File: config.mk
export PLATFORM = sky130hd
export DESIGN_NAME = tcw_front
export DESIGN_NICKNAME = d
export VERILOG_FILES = /design/src/hw/rtl/tcw_pkg.sv /design/src/hw/rtl/tcw_front.sv
export SDC_FILE = /design/constraint.sdc
export NUM_CORES = 1
export LEC_CHECK = 0
export BUFFER_PORTS_ARGS = -buffer_cell sky130_fd_sc_hd__buf_2
export CORE_ASPECT_RATIO = 0.7
export CORE_UTILIZATION = 49
export DETAILED_ROUTE_END_ITERATION = 10
export HOLD_SLACK_MARGIN = 0.05
export PLACE_DENSITY = 0.78
export SYNTH_ARGS = -nofsm -noshare
export SYNTH_HDL_FRONTEND = slang
export SYNTH_SLANG_ARGS = --single-unit
File: constraint.sdc
create_clock -name i_clk -period 2.6 [get_ports i_clk]
set_input_delay 0.13 -clock i_clk [delete_from_list [all_inputs] [get_ports i_clk]]
set_output_delay 0.13 -clock i_clk [all_outputs]
set_load 0.02 [all_outputs]
File: src/hw/rtl/tcw_pkg.sv
package tcw_pkg;

    // field widths
    localparam int COL_W = 7;
    localparam int ROW_W = 5;
    localparam int LIN_W = 12;
    localparam int OUT_LIN_W = 11;

    // request codes
    localparam logic [1:0] REQ_WRITE = 2'd0;
    localparam logic [1:0] REQ_READ  = 2'd1;
    localparam logic [1:0] REQ_CLEAR = 2'd2;

    // configuration register indexes
    localparam logic CFG_WIDTH  = 1'b0;
    localparam logic CFG_HEIGHT = 1'b1;

    // console byte codes
    localparam logic [7:0] CH_TAB    = 8'h09;
    localparam logic [7:0] CH_LF     = 8'h0A;
    localparam logic [7:0] CH_CR     = 8'h0D;
    localparam logic [7:0] CH_ESC    = 8'h1B;
    localparam logic [7:0] CH_SPACE  = 8'h20;
    localparam logic [7:0] CH_0      = 8'h30;
    localparam logic [7:0] CH_9      = 8'h39;
    localparam logic [7:0] CH_SEMI   = 8'h3B;
    localparam logic [7:0] CH_LBRACK = 8'h5B;
    localparam logic [7:0] CH_M      = 8'h6D;

    // attributes
    localparam logic [7:0] ATTR_DEFAULT = 8'h07;
    localparam logic [15:0] CELL_BLANK  = {ATTR_DEFAULT, 8'h00};

    // sgr code bases
    localparam logic [7:0] SGR_FG     = 8'd30;
    localparam logic [7:0] SGR_FG_HI  = 8'd90;
    localparam logic [7:0] SGR_BG     = 8'd40;
    localparam logic [7:0] SGR_BG_HI  = 8'd100;
    localparam logic [7:0] SGR_RESET  = 8'd0;

    // work the back end carries out for one word
    typedef enum logic [2:0] {
        OP_NOP     = 3'd0,
        OP_PRINT   = 3'd1,
        OP_NEWLINE = 3'd2,
        OP_CR      = 3'd3,
        OP_TAB     = 3'd4,
        OP_READ    = 3'd5,
        OP_CLEAR   = 3'd6
    } t_op;

    typedef struct packed {
        t_op              op;
        logic [7:0]       ch;
        logic [7:0]       attr;
        logic [COL_W-1:0] col;
        logic [ROW_W-1:0] row;
    } t_cmd;

    // ansi color index to vga nibble
    function automatic logic [3:0] ansi_color(input logic [3:0] idx);
        logic [3:0] c;
        case (idx)
            4'd0:    c = 4'h0;
            4'd1:    c = 4'h4;
            4'd2:    c = 4'h2;
            4'd3:    c = 4'h6;
            4'd4:    c = 4'h1;
            4'd5:    c = 4'h5;
            4'd6:    c = 4'h3;
            4'd7:    c = 4'h7;
            4'd8:    c = 4'h8;
            4'd9:    c = 4'hC;
            4'd10:   c = 4'hA;
            4'd11:   c = 4'hE;
            4'd12:   c = 4'h9;
            4'd13:   c = 4'hD;
            4'd14:   c = 4'hB;
            default: c = 4'hF;
        endcase
        return c;
    endfunction

    // apply one sgr code to an attribute
    function automatic logic [7:0] sgr_apply(input logic [7:0] attr, input logic [7:0] code);
        logic [7:0] res;
        logic [7:0] d_fg;
        logic [7:0] d_fgh;
        logic [7:0] d_bg;
        logic [7:0] d_bgh;
        d_fg  = code - SGR_FG;
        d_fgh = code - SGR_FG_HI;
        d_bg  = code - SGR_BG;
        d_bgh = code - SGR_BG_HI;
        res   = attr;
        if (code >= SGR_FG && code < SGR_FG + 8'd8)
            res = {attr[7:4], ansi_color({1'b0, d_fg[2:0]})};
        else if (code >= SGR_FG_HI && code < SGR_FG_HI + 8'd8)
            res = {attr[7:4], ansi_color({1'b1, d_fgh[2:0]})};
        else if (code >= SGR_BG && code < SGR_BG + 8'd8)
            res = {ansi_color({1'b0, d_bg[2:0]}), attr[3:0]};
        else if (code >= SGR_BG_HI && code < SGR_BG_HI + 8'd8)
            res = {ansi_color({1'b1, d_bgh[2:0]}), attr[3:0]};
        else if (code == SGR_RESET)
            res = ATTR_DEFAULT;
        return res;
    endfunction

endpackage

File: src/hw/rtl/tcw_front.sv
module tcw_front
    import tcw_pkg::*;
(
    input  logic             i_clk,
    input  logic             i_rst_n,
    input  logic             i_start,
    input  logic             i_full,
    input  logic [1:0]       i_req_type,
    input  logic [7:0]       i_data_byte,
    input  logic [COL_W-1:0] i_cell_col,
    input  logic [ROW_W-1:0] i_cell_row,
    output logic             o_push,
    output t_cmd             o_cmd
);

    typedef enum logic [2:0] {
        PM_NORMAL = 3'b001,
        PM_ESC    = 3'b010,
        PM_PARAM  = 3'b100
    } t_pmode;

    t_pmode     r_mode;
    t_pmode     n_mode;
    logic [7:0] r_accum;
    logic [7:0] n_accum;
    logic [7:0] r_attr;
    logic [7:0] n_attr;
    logic       plain;
    logic [7:0] b;

    assign b      = i_data_byte;
    assign o_push = i_start & ~i_full;

    // parse the escape state and classify the word
    always_comb begin
        n_mode     = r_mode;
        n_accum    = r_accum;
        n_attr     = r_attr;
        plain      = 1'b0;
        o_cmd.op   = OP_NOP;
        o_cmd.ch   = b;
        o_cmd.col  = i_cell_col;
        o_cmd.row  = i_cell_row;
        case (i_req_type)
            REQ_WRITE: begin
                unique case (r_mode)
                    PM_ESC: begin
                        if (b == CH_LBRACK) begin
                            n_mode  = PM_PARAM;
                            n_accum = 8'd0;
                        end else if (b != CH_ESC) begin
                            n_mode = PM_NORMAL;
                            plain  = 1'b1;
                        end
                    end
                    PM_PARAM: begin
                        if (b >= CH_0 && b <= CH_9) begin
                            n_accum = 8'(r_accum * 8'd10 + (b - CH_0));
                        end else if (b == CH_SEMI) begin
                            n_attr  = sgr_apply(r_attr, r_accum);
                            n_accum = 8'd0;
                        end else if (b == CH_M) begin
                            n_attr  = sgr_apply(r_attr, r_accum);
                            n_accum = 8'd0;
                            n_mode  = PM_NORMAL;
                        end
                    end
                    PM_NORMAL: plain = 1'b1;
                    default:   n_mode = PM_NORMAL;
                endcase
                if (plain) begin
                    if (b == CH_ESC)
                        n_mode = PM_ESC;
                    else if (b == CH_LF)
                        o_cmd.op = OP_NEWLINE;
                    else if (b == CH_CR)
                        o_cmd.op = OP_CR;
                    else if (b == CH_TAB)
                        o_cmd.op = OP_TAB;
                    else
                        o_cmd.op = OP_PRINT;
                end
            end
            REQ_READ:  o_cmd.op = OP_READ;
            REQ_CLEAR: o_cmd.op = OP_CLEAR;
            default:   o_cmd.op = OP_NOP;
        endcase
        o_cmd.attr = n_attr;
    end

    // parser registers advance on each accepted word
    always_ff @(posedge i_clk) begin
        if (!i_rst_n) begin
            r_mode  <= PM_NORMAL;
            r_accum <= 8'd0;
            r_attr  <= ATTR_DEFAULT;
        end else if (o_push) begin
            r_mode  <= n_mode;
            r_accum <= n_accum;
            r_attr  <= n_attr;
        end
    end

endmodule

==> run summary <==
H-tree levels = 1
Max-cap viol count = 0
TritonCTS clock tree = done
Fin Hold WS = 0.150 ns
Initial antenna violation count = 0
CP Launch Type = flip-flop
# nets final = 334
Sum Neg Setup Slack = 0 ns
CP cell instances = ha_4, ha_4, fa_2, ha_4, ha_4, o21ai_2, o21bai_1, a21oi_2, xnor2_1, a22o_1
Vias per cell = 6.02
CP Capture Type = flip-flop
Cell area after synthesis = 0.00225 mm²
Number of global-route vias before repair = 1901
Net Count, Synth = 315
Register bit total from synthesis = 22
GRT Residual Overflow = 0
# IOs = 58
Worst vdd ir = 0.244 mV
Die X = 83.0 µm
Hold crit path type = in2reg
Synthesized area per cell = 8.52 µm²
Synth Flop Type = dfxtp_1
Int Pwr = 599 µW
Chip height = 58.7 µm
Final GP Congestion = 0.814
Largest net degree at the start of global routing = 14
Pwr dens = 309 mW/mm²
Layout area overhead = 15.4%
Slowest stage delay, CP = 0.55 ns
CP most frequent cell = ha_4
Die ar. = 0.00487 mm²
Share of layout cells above drive strength 1 = 29.8%
Commonest non-fill, non-tap cell in the layout = buf_2
Hold Buf Count CTS = 0
CTS root buf = clkbuf_8
Logic pwr share = 16.9%
Async SR Flop Fraction = 0%
GRT Overall Usage = 22.1%
Cell count after synthesis = 264
Data required, critical path = 2.77 ns
Core Region = 0.00438 mm²
Post-DR wirelength/cell = 15.6 µm
Slew Viols, Final = 0
Crit path time final = 2.52 ns
Routed vias = 2029
Worst-margin pin slew = 0.480 ns
Flop pwr share = 42.3%
Drt total wl = 5250 µm
Worst path slowest cell = fa_2
Layout Skew = 0.00197 ns
Floorplan row count = 20
Hold Violations, Final = 0
Clock sink count = 22
Yosys Warn Count = 0
Most frequent cells in the layout = 32 x buf_2, 20 x dfxtp_1, 18 x ha_1
CTS Buffer Depth = 2
Sw frac = 25.2%
Crit path DAT = 2.69 ns
CP Class = reg2reg
Clock share of power = 40.9%
Leakage = 0.00110 µW
Post-synth EDFFs = 0
# setup viols final = 0
DRT Pass-1 Iters = 4
First-pass GRT wire length = 8840 µm
Status = finished, final reports clean
Dpl hpwl = 3960 µm
Worst-path fanout max = 2
Sequential element share of the synthesized area = 19.6%
DR iter-0 viols = 178
Routed Antenna Nets = 0
Worst-skew pair later-pin latency = 0.27 ns
Clock Pin Slew Worst Setup and Hold Paths = 0.09 ns
Fin crit share = 97.1%
Port-buffer cells = 33
NetSw = 202 µW
Drt drc = 0
Count of cell types in the netlist = 70
Max Freq = 0.396 GHz
Initial Util = 51.3%
Cts bufs inserted = 3
Diodes inserted = 0
Relative slew slack = 67.6%
## worst max-delay path: cells and delay by family (launching register included)
| family | cells | cell delay [ns] |
|---|---|---|
| adder cells (fa/ha/maj) | 5 | 1.41 |
| AO/OA/AOI/OAI | 4 | 0.49 |
| flip-flops | 1 | 0.40 |
| XOR/XNOR | 1 | 0.12 |
## area by class of cell
type	instances	area, µm²
clock buffers	3	41.3
repair buffers	48	288
fillers	390	1780
inverters	14	52.6
flip-flops and latches	22	443
clock inverters	1	30.0
multi-input cells	194	1670
well taps	55	68.8
## synthesized netlist by cell type (all sizes together) (5+ instances only)
| cell type | instances | area, µm² |
|---|---|---|
| nor2 | 11 | 43.8 |
| a21o | 5 | 37.5 |
| ha | 23 | 288 |
| buf | 29 | 194 |
| nand3 | 6 | 35.0 |
| nand2 | 15 | 56.3 |
| dfxtp | 22 | 440 |
| o21ai | 11 | 55.1 |
| a22o | 7 | 61.3 |
| a21oi | 14 | 70.1 |
| xnor2 | 7 | 61.3 |
| clkbuf | 5 | 20.0 |
| inv | 14 | 52.6 |
## power groups by stage
stage / Sequential (µW) / Combinational (µW) / Clock, µW
2_1_floorplan: 346 / 112 / 0
3_3_place_gp: 347 / 121 / 0
3_5_place_dp: 347 / 124 / 0
4_1_cts: 339 / 126 / 330
5_1_grt: 339 / 148 / 344
6_report: 339 / 135 / 327
## cells by family (layout without fill, tap and decap cells)
group | Yosys count | after routing | share of synthesized area [%]
mux | 5 | 5 | 2.28
buf+inv | 48 | 66 | 11.9
simple gates | 76 | 76 | 20.9
compound gates | 76 | 76 | 25.5
fa+ha+maj | 25 | 25 | 14.6
flops | 22 | 22 | 19.6
xor+xnor | 12 | 12 | 5.29
## worst paths after layout
path                   start    endpoint  slack (ns)  cells after the start
setup / recovery  r_accum[3]  r_accum[7]        0.08                     10
hold / removal       i_rst_n   r_attr[1]        0.15                      2
setup reg to reg  r_accum[3]  r_accum[7]        0.08                     10
hold reg to reg    r_attr[6]   r_attr[6]        0.47                      2
## routing by layer
| metal | up-vias | GRT usage (%) | wire length, µm |
|---|---|---|---|
| li1 | 1002 | - | - |
| met1 | 962 | 32.0 | 2590 |
| met2 | 63 | 35.5 | 2340 |
| met3 | 2 | 4.35 | 310 |
| met4 | 0 | 2.46 | 8 |
| met5 | - | 0 | 0 |
## what timing repair did
item | in CTS | in global routing
hold endpoints to repair | 0 | 0
pin swaps | 2 | 10
setup buffers | 0 | 3
resized for setup | 5 | 24
setup endpoints to repair | 4 | 10
## metrics by stage
stage | power, µW | cells | instance area [µm²] | util, % | setup slack (ns)
global placement | 467 | 330 | 2360 | 53.9 | 0.0128
finish | 801 | 337 | 2590 | 59.3 | 0.0766
detailed placement | 470 | 330 | 2360 | 53.9 | -0.0598
CTS | 795 | 334 | 2440 | 55.7 | 0.00519
floorplan | 458 | 264 | 2250 | - | 0.0517
global route | 831 | 337 | 2590 | 59.3 | -0.0181
Power figures use the tool's default switching activity.
