## src/hw/rtl/tcw_pkg.sv

```systemverilog
package tcw_pkg;

    // field widths
    localparam int COL_W = 7;
    localparam int ROW_W = 5;
    localparam int LIN_W = 12;
    localparam int OUT_LIN_W = 11;

    // request codes
    localparam logic [1:0] REQ_WRITE = 2'd0;
    localparam logic [1:0] REQ_READ  = 2'd1;
    localparam logic [1:0] REQ_CLEAR = 2'd2;

    // configuration register indexes
    localparam logic CFG_WIDTH  = 1'b0;
    localparam logic CFG_HEIGHT = 1'b1;

    // console byte codes
    localparam logic [7:0] CH_TAB    = 8'h09;
    localparam logic [7:0] CH_LF     = 8'h0A;
    localparam logic [7:0] CH_CR     = 8'h0D;
    localparam logic [7:0] CH_ESC    = 8'h1B;
    localparam logic [7:0] CH_SPACE  = 8'h20;
    localparam logic [7:0] CH_0      = 8'h30;
    localparam logic [7:0] CH_9      = 8'h39;
    localparam logic [7:0] CH_SEMI   = 8'h3B;
    localparam logic [7:0] CH_LBRACK = 8'h5B;
    localparam logic [7:0] CH_M      = 8'h6D;

    // attributes
    localparam logic [7:0] ATTR_DEFAULT = 8'h07;
    localparam logic [15:0] CELL_BLANK  = {ATTR_DEFAULT, 8'h00};

    // sgr code bases
    localparam logic [7:0] SGR_FG     = 8'd30;
    localparam logic [7:0] SGR_FG_HI  = 8'd90;
    localparam logic [7:0] SGR_BG     = 8'd40;
    localparam logic [7:0] SGR_BG_HI  = 8'd100;
    localparam logic [7:0] SGR_RESET  = 8'd0;

    // work the back end carries out for one word
    typedef enum logic [2:0] {
        OP_NOP     = 3'd0,
        OP_PRINT   = 3'd1,
        OP_NEWLINE = 3'd2,
        OP_CR      = 3'd3,
        OP_TAB     = 3'd4,
        OP_READ    = 3'd5,
        OP_CLEAR   = 3'd6
    } t_op;

    typedef struct packed {
        t_op              op;
        logic [7:0]       ch;
        logic [7:0]       attr;
        logic [COL_W-1:0] col;
        logic [ROW_W-1:0] row;
    } t_cmd;

    // ansi color index to vga nibble
    function automatic logic [3:0] ansi_color(input logic [3:0] idx);
        logic [3:0] c;
        case (idx)
            4'd0:    c = 4'h0;
            4'd1:    c = 4'h4;
            4'd2:    c = 4'h2;
            4'd3:    c = 4'h6;
            4'd4:    c = 4'h1;
            4'd5:    c = 4'h5;
            4'd6:    c = 4'h3;
            4'd7:    c = 4'h7;
            4'd8:    c = 4'h8;
            4'd9:    c = 4'hC;
            4'd10:   c = 4'hA;
            4'd11:   c = 4'hE;
            4'd12:   c = 4'h9;
            4'd13:   c = 4'hD;
            4'd14:   c = 4'hB;
            default: c = 4'hF;
        endcase
        return c;
    endfunction

    // apply one sgr code to an attribute
    function automatic logic [7:0] sgr_apply(input logic [7:0] attr, input logic [7:0] code);
        logic [7:0] res;
        logic [7:0] d_fg;
        logic [7:0] d_fgh;
        logic [7:0] d_bg;
        logic [7:0] d_bgh;
        d_fg  = code - SGR_FG;
        d_fgh = code - SGR_FG_HI;
        d_bg  = code - SGR_BG;
        d_bgh = code - SGR_BG_HI;
        res   = attr;
        if (code >= SGR_FG && code < SGR_FG + 8'd8)
            res = {attr[7:4], ansi_color({1'b0, d_fg[2:0]})};
        else if (code >= SGR_FG_HI && code < SGR_FG_HI + 8'd8)
            res = {attr[7:4], ansi_color({1'b1, d_fgh[2:0]})};
        else if (code >= SGR_BG && code < SGR_BG + 8'd8)
            res = {ansi_color({1'b0, d_bg[2:0]}), attr[3:0]};
        else if (code >= SGR_BG_HI && code < SGR_BG_HI + 8'd8)
            res = {ansi_color({1'b1, d_bgh[2:0]}), attr[3:0]};
        else if (code == SGR_RESET)
            res = ATTR_DEFAULT;
        return res;
    endfunction

endpackage

```

## src/hw/rtl/tcw_fifo.sv

```systemverilog
module tcw_fifo
    import tcw_pkg::*;
(
    input  logic i_clk,
    input  logic i_rst_n,
    input  logic i_push,
    input  t_cmd i_data,
    input  logic i_pop,
    output t_cmd o_data,
    output logic o_full,
    output logic o_empty
);

    localparam int DEPTH = 2;
    localparam int PW    = $clog2(DEPTH);

    t_cmd            r_mem [DEPTH];
    logic [PW-1:0]   r_wp;
    logic [PW-1:0]   r_rp;
    logic [PW:0]     r_cnt;

    assign o_full  = (r_cnt == (PW+1)'(DEPTH));
    assign o_empty = (r_cnt == '0);
    assign o_data  = r_mem[r_rp];

    // entry storage
    always_ff @(posedge i_clk) begin
        if (i_push)
            r_mem[r_wp] <= i_data;
    end

    // pointers and fill count
    always_ff @(posedge i_clk) begin
        if (!i_rst_n) begin
            r_wp  <= '0;
            r_rp  <= '0;
            r_cnt <= '0;
        end else begin
            if (i_push)
                r_wp <= r_wp + 1'b1;
            if (i_pop)
                r_rp <= r_rp + 1'b1;
            if (i_push && !i_pop)
                r_cnt <= r_cnt + 1'b1;
            else if (!i_push && i_pop)
                r_cnt <= r_cnt - 1'b1;
        end
    end

endmodule

```

## config.mk

```make
export PLATFORM = sky130hd
export DESIGN_NAME = tcw_fifo
export DESIGN_NICKNAME = d
export VERILOG_FILES = /design/src/hw/rtl/tcw_pkg.sv /design/src/hw/rtl/tcw_fifo.sv
export SDC_FILE = /design/constraint.sdc
export NUM_CORES = 1
export LEC_CHECK = 0
export BUFFER_PORTS_ARGS = -buffer_cell sky130_fd_sc_hd__buf_2
export CAP_MARGIN = 10
export CORE_MARGIN = 2
export CORE_UTILIZATION = 55
export CTS_CLUSTER_DIAMETER = 60
export DETAILED_ROUTE_END_ITERATION = 10
export PLACE_DENSITY = 0.86
export SYNTH_ARGS = -nofsm -noshare
export SYNTH_HDL_FRONTEND = slang
export SYNTH_SLANG_ARGS = --single-unit
```

## constraint.sdc

```tcl
create_clock -name i_clk -period 4.7 [get_ports i_clk]
set_clock_uncertainty 0.2 [all_clocks]
set_input_delay 1.175 -clock i_clk [delete_from_list [all_inputs] [get_ports i_clk]]
set_output_delay 1.175 -clock i_clk [all_outputs]
set_load 0.05 [all_outputs]
```

==> results by stage <==
Outcome:
- The run finished with clean final reports.

Place:
- The half-perimeter wire length of the detailed placement result is around 3000 um.
- Routability-driven placement finished with a final weighted congestion of 0.747.
- In this run the tool buffered the top-level ports with 67 buffer cells.

Critical path:
- For the worst setup path, the data arrival time is 1950 ps.
- The maximum fanout along the worst path is 20.
- STA classifies the critical path endpoint as a primary output.
- The worst setup path is of the reg -> out kind.
- For the worst setup path, the data required time is 3320 ps.
- STA classifies the critical path startpoint as a register.

Floorplanning:
- Row generation in the floorplan step produced 24 rows.
- The die outline width is 70.7 um.
- Once the floorplan was initialized, standard cells occupied a little under three fifths of the core.
- The die boundary height is between 70 and 80 um.
- The die area is 4990 um2.
- The top-level port count is 68.
- The total core area is about 4300 um2.

STA:
- Setup violations remaining at the end of the flow were counted as 0.
- Of the available clock period, the critical path in the final layout requires 70.8%.
- Measured against its own limit, the worst slew margin works out to between 50% and 60%.
- Setup repair after global routing left no endpoint under its margin.
- The final max-slew violation count came to 0.
- The transition time of the tightest slew-check pin is 648 ps.
- The timing-limited maximum frequency is 301 MHz.
- The total negative slack is 0 ps.
- The number of hold violations in the final report is 0.
- The final period demand of the worst path is 3330 ps.

Global routing:
- The number of global-route vias before repair is around 1400.
- Global routing used 4.99% of the available met3 tracks.
- The largest net degree at the start of global routing is 21.
- Global routing used 33.2% of the available met2 tracks.
- Summed over all layers, the global routing overflow is 0.
- Across every metal layer, demand over resource in global routing totals 18.2%.
- The number of antenna violations at the first check in global routing is 0.
- The first global-routing pass estimated 6660 um of wire.
- The met1 track demand over resource is 19.6%.
- The layer flagged by global routing as most heavily used is met2.

Cells and area:
- The number of diodes is 0.
- Cells with a size suffix above 1 make up 58.2% of the layout.
- The final layout contains approximately 230 nets.
- Compared with the post-synthesis result, the final layout area differs by 25.3%.

Routing:
- In this run the remaining antenna-violating nets after routing total 0.
- The via density per instance is 5.11.
- The number of violations reported at the end of detailed-routing iteration 0 is 95.
- The total wirelength of the detailed-routed design is 4250 um.
- Dividing the detail-routed wire length by the instance count gives 16.8 um.
- The detailed-route DRC error count is 0.
- For this run, the detailed router's first-pass iteration total came to 4.
- The final route contains roughly 1300 vias.

Clocking:
- The clock drives 67 sinks.
- No sink is reached through more buffers than the 2 on the longest clock path.
- The TritonCTS clock tree is built.
- Buffers inserted during clock tree synthesis total 9.
- Gates resized during post-CTS repair numbered 0.
- For this design, the CTS-stage hold fixing added 0 buffers.
- The H-tree was split into 3 levels.
- The clock latency on the worst-skew pair is between 300 and 400 ps.
- Clock-pin slew was measured on the worst setup and hold paths at 70 ps.
- The number of setup buffers added after CTS is 0.
- CTS placed an instance of sky130_fd_sc_hd__clkbuf_8 at the clock tree root.

Synth:
- The area share of the leading cell type in the synthesized netlist is approximately three quarters.
- Summing the areas of all compound-gate instances in the mapped netlist gives 0.819% of the synthesized area.
- The commonest cells after synthesis are 62 x sky130_fd_sc_hd__edfxtp_1, 31 x sky130_fd_sc_hd__mux2_2, 5 x sky130_fd_sc_hd__dfxtp_1.
- The cell type with the largest total area after synthesis is sky130_fd_sc_hd__edfxtp_1.
- The number of nets in the synthesized netlist is 154.
- The sequential area share after synthesis is about 80%.
- The synthesized-area fraction occupied by and/or/nand/nor cells is 2.30%.
- Yosys mapped a number of flops with a built-in enable equal to 62.
- Each instance of the synthesized netlist takes up on average 20.7 um2.
- The library cell with the highest instance count after synthesis is sky130_fd_sc_hd__edfxtp_1.
- The adder-cell area share of the yosys netlist is 0.512%.
- The count of synthesis-stage warnings from yosys is 0.
- The post-synthesis instance area is 2440 um2.
- Of all flip-flops after synthesis, the portion carrying an async set or reset was 0%.
- In this run, synthesis produced a sequential element count of 67.
- After technology mapping, the gate count stands at about 120.
- The number of distinct library cells after synthesis is 16.
- For this run, the leading register cell type out of synthesis is sky130_fd_sc_hd__edfxtp_1.
- By area the synthesized netlist is led by sky130_fd_sc_hd__edfxtp_1 76%, sky130_fd_sc_hd__mux2_2 14%, sky130_fd_sc_hd__dfxtp_1 4.1%.
- The post-synthesis xor/xnor area fraction is ~1.1%.
- The largest family of logic cells by synthesized area is multiplexers.
- Measured against the total synthesized area, the mux share comes to 14.3%.

Pwr:
- The share of total power in combinational logic is 16.0%.
- The switching share of power is 26.2%.
- Summed over all nets, the switching power comes to between 0.3 and 0.4 mW.
- The overall power consumption is 1.43 mW.
- The internal power is 1.05 mW.
- For this design the static power due to leakage is 1.18 nW.
- The worst ir drop on vdd is 0.262 mV.
- The clock network accounts for 34.9% of the total power.
- For this design the ratio of total power to cell area is between 400 and 500 nW/um2.
- Sequential cells burn 49.1% of the power.

Run:
- Across the run, the number of max-cap violations was 0.

Min path:
- The worst min-delay path class is reg -> reg.
-- state kept, by name, summed over array words and instances, names as in the netlist, named ones only --
name	count
r_mem	62
r_cnt	2
r_rp	1
r_wp	1
-- metal layers --
layer  vias up  share of wire (%)
li1        608                  -
met1       625                 38
met2        50                 54
met3         9                5.8
met4         0                2.0
met5         -                  0
-- layout make-up --
cell class                 count  area, um2
clock buffer                  11        131
clock inverter                 5       77.6
fill                         294       1260
inverter                       1       3.75
multi-input combinational     47        467
sequential                    67       1960
tap                           52       65.1
timing repair buffer          70        358
-- power groups by stage --
stage,Combinational (mW),Sequential [mW],Clock (mW)
2_1_floorplan,0.176,0.708,0
3_3_place_gp,0.224,0.711,0
3_5_place_dp,0.230,0.714,0
4_1_cts,0.231,0.702,0.505
5_1_grt,0.239,0.704,0.526
6_report,0.228,0.701,0.498
-- stage by stage --
stage | hold WS (ps) | utilization, % | cells | cell area (um2) | worst slack, ps
after floorplan | 266 | - | 118 | 2440 | 1470
after global placement | 274 | 66.0 | 237 | 2860 | 1780
after detailed placement | 319 | 66.0 | 237 | 2860 | 1720
after CTS | 331 | 70.9 | 253 | 3060 | 1340
after global routing | 368 | 70.9 | 253 | 3060 | 1270
final | 321 | 70.9 | 253 | 3060 | 1370
-- critical path: stages, from the launching register on --
cell                      delay (ps)
sky130_fd_sc_hd__dfxtp_1         640
sky130_fd_sc_hd__buf_4           370
sky130_fd_sc_hd__mux2_2          380
sky130_fd_sc_hd__buf_2           210
-- final timing paths --
| check | cells past startpoint | to | slack [ps] | from |
|---|---|---|---|---|
| hold reg to reg | 2 | r_cnt[1]$_SDFFE_PN0P_ | 320 | r_cnt[1]$_SDFFE_PN0P_ |
| setup reg to reg | 2 | r_mem[0][9]$_DFFE_PP_ | 2930 | r_wp$_SDFFE_PN0P_ |
| setup / recovery | 3 | o_data[21] | 1370 | register |
| hold / removal | 2 | r_cnt[1]$_SDFFE_PN0P_ | 320 | r_cnt[1]$_SDFFE_PN0P_ |
-- placed cells by master (no fill, tap or decap), drive strengths merged --
cell       n
dfxtp      5
nor2b      2
inv        1
and2b      1
or3        1
xnor2      1
clkbuf    11
ha         1
xor2       2
edfxtp    62
a21boi     1
buf       70
nor2       1
mux2      31
bufinv     2
o21ai      1
o21a       1
and2       4
clkinvlp   1
clkinv     2
-- cell families (layout without fill, tap and decap cells) --
| kind of cell | count (synthesis) | in the layout |
|---|---|---|
| flops | 67 | 67 |
| fa+ha+maj | 1 | 1 |
| buf+inv | 4 | 87 |
| compound gates | 3 | 3 |
| mux | 31 | 31 |
| xor+xnor | 3 | 3 |
| simple gates | 9 | 9 |
Note: power is estimated with default switching activity, not from simulation.
